==> config.mk <==
export PLATFORM = sky130hd
export DESIGN_NAME = modular_exponentiation
export DESIGN_NICKNAME = d
export VERILOG_FILES = /design/src/rtl/core/mexp_pkg.sv /design/src/rtl/core/mexp_mulmod.sv /design/src/rtl/core/modular_exponentiation.sv
export SDC_FILE = /design/constraint.sdc
export NUM_CORES = 2
export LEC_CHECK = 0
export CAP_MARGIN = 5
export CORE_MARGIN = 5
export CORE_UTILIZATION = 40
export CTS_BUF_LIST = sky130_fd_sc_hd__clkbuf_16
export CTS_CLUSTER_DIAMETER = 80
export DETAILED_ROUTE_END_ITERATION = 16
export DONT_BUFFER_PORTS = 1
export GPL_ROUTABILITY_DRIVEN = 0
export PLACE_DENSITY = 0.59
export RECOVER_POWER = 100
export SLEW_MARGIN = 30
export SYNTH_ARGS = -nofsm -noshare
export SYNTH_HDL_FRONTEND = slang
export SYNTH_SLANG_ARGS = --single-unit
==> constraint.sdc <==
create_clock -name i_clk -period 20.1 [get_ports i_clk]
set_input_delay 5.025 -clock i_clk [delete_from_list [all_inputs] [get_ports i_clk]]
set_output_delay 5.025 -clock i_clk [all_outputs]
set_load 0.02 [all_outputs]
==> src/rtl/core/mexp_pkg.sv <==
package mexp_pkg;

    localparam int MEXP_W  = 64;   // input operand width
    localparam int MEXP_RW = 63;   // residue width, modulus is below 2^63

    localparam logic STATUS_OK      = 1'b0;
    localparam logic STATUS_INVALID = 1'b1;

    // request to the shared modular product unit
    typedef struct packed {
        logic               start;
        logic [MEXP_RW-1:0] x;      // multiplicand, below m
        logic [MEXP_W-1:0]  y;      // multiplier, scanned LSB first
        logic [MEXP_RW-1:0] m;      // modulus
    } t_mm_req;

    typedef struct packed {
        logic               done;
        logic [MEXP_RW-1:0] result;
    } t_mm_rsp;

endpackage

==> src/rtl/core/mexp_mulmod.sv <==
module mexp_mulmod (
    input  logic             i_clk,
    input  logic             i_rst_n,
    input  mexp_pkg::t_mm_req i_req,
    output mexp_pkg::t_mm_rsp o_rsp
);
    import mexp_pkg::*;

    logic               r_busy;
    logic [MEXP_RW-1:0] r_acc;
    logic [MEXP_RW-1:0] r_add;
    logic [MEXP_W-1:0]  r_y;
    logic [MEXP_RW-1:0] r_m;

    logic [MEXP_W-1:0]  acc_sum;
    logic [MEXP_W-1:0]  add_dbl;
    logic [MEXP_W-1:0]  m_ext;
    logic [MEXP_RW-1:0] n_acc;
    logic [MEXP_RW-1:0] n_add;

    // one shift-add reduction step per cycle
    always_comb begin
        m_ext   = {1'b0, r_m};
        acc_sum = {1'b0, r_acc} + {1'b0, r_add};
        add_dbl = {r_add, 1'b0};
        if (r_y[0]) begin
            n_acc = (acc_sum >= m_ext) ? MEXP_RW'(acc_sum - m_ext) : acc_sum[MEXP_RW-1:0];
        end else begin
            n_acc = r_acc;
        end
        n_add = (add_dbl >= m_ext) ? MEXP_RW'(add_dbl - m_ext) : add_dbl[MEXP_RW-1:0];
    end

    always_ff @(posedge i_clk) begin
        if (!i_rst_n) begin
            r_busy <= 1'b0;
        end else if (i_req.start) begin
            r_busy <= 1'b1;
        end else if (r_busy && r_y == '0) begin
            r_busy <= 1'b0;
        end
    end

    always_ff @(posedge i_clk) begin
        if (i_req.start) begin
            r_acc <= '0;
            r_add <= i_req.x;
            r_y   <= i_req.y;
            r_m   <= i_req.m;
        end else if (r_busy && r_y != '0) begin
            r_acc <= n_acc;
            r_add <= n_add;
            r_y   <= r_y >> 1;
        end
    end

    // a start in the done cycle restarts the unit; the sequencer chains on this
    assign o_rsp.done   = r_busy && (r_y == '0);
    assign o_rsp.result = r_acc;

endmodule

==> src/rtl/core/modular_exponentiation.sv <==
// Modular exponentiation: base ** exponent mod modulus, 64-bit signed operands.
// Input channel (i_in_valid / o_in_ready) carries base, exponent and modulus;
// one transaction is taken only while the block is idle. Output channel
// (o_out_valid / i_out_ready) carries a 63-bit result and a status bit
// (0 valid, 1 invalid: modulus zero or negative, or exponent negative).
// Invalid operands and modulus one skip the unit and go straight to output with
// a zero result. Otherwise the base is first reduced by the shared modular
// product unit, then right-to-left square-and-multiply runs one product per
// exponent bit set and one square per bit below the top bit; each product scans
// the significant bits of its multiplier. A full 63-bit exponent costs up to 125
// products. The shared shift-add product unit handles one multiplier bit per
// cycle.
// The result sits in an output register; the block goes back to idle and
// takes the next transaction once that register is loaded, so a stalled
// receiver only blocks completion of the following item.
// Reset (synchronous, active low) drops any item in flight and clears the
// output valid.
module modular_exponentiation (
    input  logic                          i_clk,
    input  logic                          i_rst_n,
    input  logic                          i_in_valid,
    output logic                          o_in_ready,
    input  logic signed [mexp_pkg::MEXP_W-1:0]  i_base_value,
    input  logic signed [mexp_pkg::MEXP_W-1:0]  i_exponent_value,
    input  logic signed [mexp_pkg::MEXP_W-1:0]  i_modulus_value,
    output logic                          o_out_valid,
    input  logic                          i_out_ready,
    output logic [mexp_pkg::MEXP_RW-1:0]  o_power_result,
    output logic                          o_status
);
    import mexp_pkg::*;

    // sequencer states
    localparam logic [2:0] S_IDLE = 3'd0;  // wait for a transaction
    localparam logic [2:0] S_RED  = 3'd1;  // base reduction in the unit
    localparam logic [2:0] S_EXP  = 3'd2;  // pick next step from exponent
    localparam logic [2:0] S_MUL  = 3'd3;  // acc * b in the unit
    localparam logic [2:0] S_SQR  = 3'd4;  // b * b in the unit
    localparam logic [2:0] S_OUT  = 3'd5;  // hand result to output register

    logic [2:0]         r_state;
    logic [MEXP_RW-1:0] r_acc;
    logic [MEXP_RW-1:0] r_b;
    logic [MEXP_RW-1:0] r_e;
    logic [MEXP_RW-1:0] r_m;
    logic               r_neg;
    logic               r_status;

    t_mm_req            mm_req;
    t_mm_rsp            mm_rsp;

    logic               in_acc;
    logic               bad_op;
    logic               mod_one;
    logic [MEXP_W-1:0]  base_mag;
    logic [MEXP_RW-1:0] red_fix;

    mexp_mulmod u_mulmod (
        .i_clk   (i_clk),
        .i_rst_n (i_rst_n),
        .i_req   (mm_req),
        .o_rsp   (mm_rsp)
    );

    assign o_in_ready = (r_state == S_IDLE);
    assign in_acc     = i_in_valid && o_in_ready;

    assign bad_op   = i_modulus_value[MEXP_W-1] || (i_modulus_value == '0) ||
                      i_exponent_value[MEXP_W-1];
    assign mod_one  = (i_modulus_value == MEXP_W'(1));
    // magnitude of the base; the most negative value maps to 2^63 exactly
    assign base_mag = i_base_value[MEXP_W-1] ? MEXP_W'(-i_base_value) : i_base_value;
    // a negative base lands at m - r unless r is zero
    assign red_fix  = (r_neg && mm_rsp.result != '0) ? MEXP_RW'(r_m - mm_rsp.result)
                                                      : mm_rsp.result;

    // request to the shared unit: reduce the base as 1 * |base| mod m,
    // then multiply or square as the exponent bits call for
    always_comb begin
        mm_req       = '0;
        mm_req.m     = r_m;
        unique case (r_state)
            S_IDLE: begin
                mm_req.start = in_acc && !bad_op && !mod_one;
                mm_req.x     = MEXP_RW'(1);
                mm_req.y     = base_mag;
                mm_req.m     = i_modulus_value[MEXP_RW-1:0];
            end
            S_EXP: begin
                mm_req.start = (r_e != '0);
                mm_req.x     = r_e[0] ? r_acc : r_b;
                mm_req.y     = {1'b0, r_b};
            end
            S_MUL: begin
                // chain the square right behind the multiply unless it is the last bit
                mm_req.start = mm_rsp.done && (r_e[MEXP_RW-1:1] != '0);
                mm_req.x     = r_b;
                mm_req.y     = {1'b0, r_b};
            end
            S_RED, S_SQR, S_OUT: begin
                mm_req.start = 1'b0;
            end
            default: begin
                mm_req.start = 1'b0;
            end
        endcase
    end

    always_ff @(posedge i_clk) begin
        if (!i_rst_n) begin
            r_state <= S_IDLE;
        end else begin
            unique case (r_state)
                S_IDLE: begin
                    if (in_acc) begin
                        r_state <= (bad_op || mod_one) ? S_OUT : S_RED;
                    end
                end
                S_RED: begin
                    if (mm_rsp.done) begin
                        r_state <= S_EXP;
                    end
                end
                S_EXP: begin
                    if (r_e == '0) begin
                        r_state <= S_OUT;
                    end else if (r_e[0]) begin
                        r_state <= S_MUL;
                    end else begin
                        r_state <= S_SQR;
                    end
                end
                S_MUL: begin
                    if (mm_rsp.done) begin
                        r_state <= (r_e[MEXP_RW-1:1] != '0) ? S_SQR : S_EXP;
                    end
                end
                S_SQR: begin
                    if (mm_rsp.done) begin
                        r_state <= S_EXP;
                    end
                end
                S_OUT: begin
                    if (!o_out_valid || i_out_ready) begin
                        r_state <= S_IDLE;
                    end
                end
                default: begin
                    r_state <= S_IDLE;
                end
            endcase
        end
    end

    // datapath registers
    always_ff @(posedge i_clk) begin
        unique case (r_state)
            S_IDLE: begin
                if (in_acc) begin
                    r_acc    <= (bad_op || mod_one) ? '0 : MEXP_RW'(1);
                    r_status <= bad_op ? STATUS_INVALID : STATUS_OK;
                    r_e      <= i_exponent_value[MEXP_RW-1:0];
                    r_m      <= i_modulus_value[MEXP_RW-1:0];
                    r_neg    <= i_base_value[MEXP_W-1];
                end
            end
            S_RED: begin
                if (mm_rsp.done) begin
                    r_b <= red_fix;
                end
            end
            S_MUL: begin
                if (mm_rsp.done) begin
                    r_acc <= mm_rsp.result;
                    if (r_e[MEXP_RW-1:1] == '0) begin
                        r_e <= '0;
                    end
                end
            end
            S_SQR: begin
                if (mm_rsp.done) begin
                    r_b <= mm_rsp.result;
                    r_e <= r_e >> 1;
                end
            end
            S_EXP, S_OUT: begin
                r_neg <= r_neg;
            end
            default: begin
                r_neg <= r_neg;
            end
        endcase
    end

    // output register: hold until the receiver takes it
    always_ff @(posedge i_clk) begin
        if (!i_rst_n) begin
            o_out_valid <= 1'b0;
        end else if (r_state == S_OUT && (!o_out_valid || i_out_ready)) begin
            o_out_valid <= 1'b1;
        end else if (i_out_ready) begin
            o_out_valid <= 1'b0;
        end
    end

    always_ff @(posedge i_clk) begin
        if (r_state == S_OUT && (!o_out_valid || i_out_ready)) begin
            o_power_result <= r_acc;
            o_status       <= r_status;
        end
    end

endmodule

# == Word level (Yosys, flattened, before mapping) ==
# Index checks and enable logic that the tools add are counted.
# classes
n_addsub,5
multipliers,0
n_bitwise,0
reduce_logical,37
muxes,37
div_mod_pow,0
n_eq_ne,13
magnitude_cmp,2
shift,0
# ops
operator,count
two-way mux 63 bit,14
one-hot mux 127 bit (3 select lines),1
one-hot mux 63 bit (2 select lines),2
two-way mux 64 bit,3
one-hot mux 63 bit (3 select lines),1
subtractor 63 bit,3
>= comparator 64 x 63 -> 1 bit,2
logical NOT 64 bit,2
nonzero test 63 bit,2
adder 63 x 63 -> 64 bit,1
== test 64 x 2 -> 1 bit (second input constant),1
negation 64 bit,1
nonzero test 64 bit,1
logical NOT 63 bit,1
logical NOT 62 bit,1
nonzero test 62 bit,1
two-way mux 3 bit,8
one-hot mux 3 bit (5 select lines),1
!= test 2 bit (second input constant),5
nonzero test 2 bit,5
logical AND 1 bit,8
== test 3 x 2 -> 1 bit (second input constant),2
== test 3 bit (second input constant),2
two-way mux 1 bit,6
12 further kinds,20
# totals
regBits,576
mem_bits_rw,0
rom_bits,0
latch_bits,0
wordCells,109
inputBits,196
output_inout_bits,66
n_memories,0

# == Longest topological paths before layout ==
# logic_depth
ltp_word,8
mapped_depth,26

# == By module ==
# Synthesis repeated with hierarchy kept, for this count alone.
# unflattened
cells_unflattened,4551
area_unflattened_um2,41269.6
# by_module_without_submodules
mod,n_inst,area_per_inst_um2,seq_area_each_um2,cells_each
mexp_mulmod,1,21947.3,6986.7,2506
modular_exponentiation,1,19322.3,9629.2,2045

# == Least setup slack after synthesis ==
# OpenSTA, ideal clock, no wires.
# synth_path
path_type,input to register
start,input i_in_valid
end,"register u_mulmod.r_add[0], enable pin"
required_time_ns,19.591
path_stages,5
slack_ns,9.629
n_path_buf,1
arrival_time_ns,9.962
path_cell_list,and2_1 -> nand2_1 -> and2_1 -> clkbuf_1 -> nand2b_1
# synth_via
elab_chain_cells,5
# synth_rtl
item,line,rtl
start: declaration,modular_exponentiation.sv:21,"input logic i_in_valid,"
logical AND 1 bit,modular_exponentiation.sv:66,assign in_acc = i_in_valid && o_in_ready;
logical AND 1 bit (2 in series),modular_exponentiation.sv:84,mm_req.start = in_acc && !bad_op && !mod_one;
one-hot mux 1 bit (3 select lines),modular_exponentiation.sv:82,unique case (r_state)
nonzero test 2 bit (no line),--,
end signal: assignment,mexp_mulmod.sv:47,r_add <= i_req.x;
end signal: assignment,mexp_mulmod.sv:52,r_add <= n_add;
end: declaration,mexp_mulmod.sv:11,logic [MEXP_RW-1:0] r_add;
# No other way between the ends.
# A chain may end at the register's enable or synchronous reset.

# == Worst setup path in the final report ==
# layout_path
start,input i_in_valid
end,"register u_mulmod.r_add[1], enable pin"
# The elaborated chain is that of the path after synthesis.

==> impl_metrics.ini <==
[worst_setup_path]
path_cells = and2_0 -> clkbuf_1 -> nand2_1 -> and2_0 -> clkbuf_1 -> nand2b_4 -> buf_4
crit_path_start = i_in_valid
cp-start-kind = primary input
crit_path_end_kind = register
worst-r2r-cell-count = 10
crit_required_ns = 20.37
r2r_start = r_state[0]
cpPeakStageDelay_ns = 2.50
cp.depth = 7
worstSetupPathType = in -> reg
cp.buffers_inverters = 3
cpLargestDelayFamily = buffers and inverters
critPathArrivalTime_ns = 14.06
critPathMaxFanout = 70
crit_path_top_delay_cell = clkbuf_1

[floorplan]
core_area_um2 = 100000
die_h_um = 328
fp-row-count = 116
die_x_um = 328
die-area_um2 = 108000
start_util_pct = 40.4
ioPinCount = 262

[outcome]
status = finished with violations
violations = max-capacitance violations, max-slew violations

[logic_synthesis]
synth-seq-cells = 576
synth_fp_nets = 4902
async_reset_ff_share_pct = 0
synth.area.mux_share_pct = 2.09
synth-xor-area-share_pct = 6.34
synthCells = 4450
synthTopCellsByArea = edfxtp_1, ha_1, nand2_1, a21oi_1, xnor2_1
avgSynthCellArea_um2 = 9.10
yosysTopAreaCell = edfxtp_1
synth_most_common_cell = nand2_1
synth_top_area_share_pct = 37.7
synthSimpleGateAreaFrac_pct = 16.4
synth_adder_area_share_pct = 7.98
synth_common_cells = nand2_1, edfxtp_1, a21oi_1
synth_edf_count = 508
yosysWarnings = 0
synth_area_um2 = 40500
synth_top_family_by_area = compound AO/OA/AOI/OAI gates
synth_compound_area_share_pct = 22.1
synth_ff_type = edfxtp_1
ys_seq_area_share_pct = 41.0
synth.distinct_cells = 83

[flow_run]
maxCapViolCount = 14

[drt]
routed_wl_um = 148000
wl_per_cell_um = 25.8
first_pass_iters = 5
drt_iter0_drc = 3598
via_per_inst = 6.16
drc_errors = 0
vias = 35218
drt.antenna.violating_nets = 0

[timing]
fin_crit_ns = 13.78
setup_slack_ns = 6.32
setup_tns_ns = 0
hold_viol = 0
setup_viol = 0
drv_slew = 815
fin_skew_ns = 0.0357
fmax_mhz = 72.6
rsz0062_at_grt = no
timing.final.crit_share_pct = 68.6
max_slew.worst_pin.slew_ns = 4.56
max-slew-margin-rel_pct = -204

[placed_design]
numPortBuffers = 0
pre_cts_ws_ns = 10.10
hpwl_um = 114000
dpl_cell_area_um2 = 41700

[global_route]
antenna_found_initial = 8
grt.total_usage_pct = 26.0
grt_pass1_wl_um = 212000
grt_overflow_total = 0
first_global_vias = 32352
grt_start_max_net_pins = 77

[clock_network]
cts_tree = yes
clk_pin_slew_worst_paths_ns = 0.07
clk_path_buf_depth = 3
postCtsHoldBufs = 0
cts_made_buffers = 59
postCtsSetupBuffers = 0
clock_latency_ns = 0.67
post_cts_resized = 0
root_buffer = clkbuf_16
htree_num_levels = 2
cts.sinks = 576

[finish]
final_area_um2 = 43600
final_nets = 4761
area_delta_synth_final_pct = 7.76
drive_gt1_share_pct = 4.25

[hold_path]
min_path_cells = 0
hold_path_class = reg -> reg
worstHoldStart = r_acc[52]
## through the flow
| step | cells | hold WS, ns | util [%] |
|---|---|---|---|
| CTS | 5714 | 0.465 | 43.6 |
| finish | 5720 | 0.475 | 43.5 |
| floorplan | 4450 | 0.400 | - |
| global placement | 5605 | 0.451 | 41.6 |
| detailed placement | 5605 | 0.450 | 41.6 |
| global route | 5714 | 0.481 | 43.5 |
## worst paths after layout
| kind | slack, ns | to |
|---|---|---|
| setup reg to reg | 9.29 | u_mulmod.r_add[1] |
| hold reg to reg | 0.48 | o_power_result[52] |
| hold / removal | 0.48 | o_power_result[52] |
| setup / recovery | 6.32 | u_mulmod.r_add[1] |
## cell type report
cell class,instances,area [um^2]
diodes,6,15.0
multi-input cells,3436,22300
repair buffers,41,267
fillers,9884,56700
clock inverters,50,487
flip-flops and latches,576,16600
well taps,1357,1700
inverters,195,736
clock buffers,59,1480
## sequential cells by signal, indices dropped and copies added, names as in the netlist
register and cells:
u_mulmod.r_add 63, r_neg 1, u_mulmod.r_acc 63, r_m 63, u_mulmod.r_busy 1, r_status 1, r_b 63, r_acc 63
o_status 1, r_state 3, u_mulmod.r_m 63, o_out_valid 1, r_e 63, u_mulmod.r_y 64, o_power_result 63
## cell usage in the layout, fill, tap and decap left out, types with 67 or more instances in the layout
| cell | Yosys | routed |
|---|---|---|
| edfxtp_1 | 508 | 508 |
| a21oi_1 | 367 | 365 |
| nand4_1 | 75 | 75 |
| mux2i_1 | 81 | 81 |
| inv_1 | 194 | 203 |
| nor4_1 | 86 | 82 |
| xnor2_1 | 188 | 188 |
| nand2_1 | 590 | 587 |
| a21o_1 | 180 | 180 |
| ha_1 | 252 | 252 |
| a221oi_1 | 67 | 67 |
| o21ai_0 | 280 | 279 |
| dfxtp_1 | 68 | 68 |
| nor2_1 | 364 | 364 |
| nand3_1 | 74 | 74 |
| xor2_1 | 105 | 105 |
## worst reg2reg max path, cell delays in order, from the launching register on
cell and delay [ns]:
dfxtp_1 0.92, nor2_1 0.13, nand2_1 0.18, inv_4 0.11, and2_0 0.17, clkbuf_1 1.59
nand2_1 0.41, and2_0 2.25, clkbuf_1 2.50, nand2b_4 1.39, buf_4 0.74
## layer usage
layer | vias up | wire length [um] | GRT usage [%]
met5 | - | 11 | 0
met2 | 1558 | 67000 | 41.9
met4 | 2 | 7470 | 11.2
met1 | 17040 | 60200 | 34.0
li1 | 16281 | - | -
met3 | 337 | 12900 | 5.29
## cell families (layout without fill, tap and decap cells)
| family | count (synthesis) | in the layout |
|---|---|---|
| buf+inv | 438 | 345 |
| fa+ha+maj | 256 | 256 |
| mux | 84 | 84 |
| xor+xnor | 293 | 293 |
| other cells | 0 | 6 |
| compound gates | 1361 | 1361 |
| flops | 576 | 576 |
| simple gates | 1442 | 1442 |
Power is left out: the tool's default activity adds up to more than one toggle a clock period on the data nets, which glitch-free logic cannot reach.
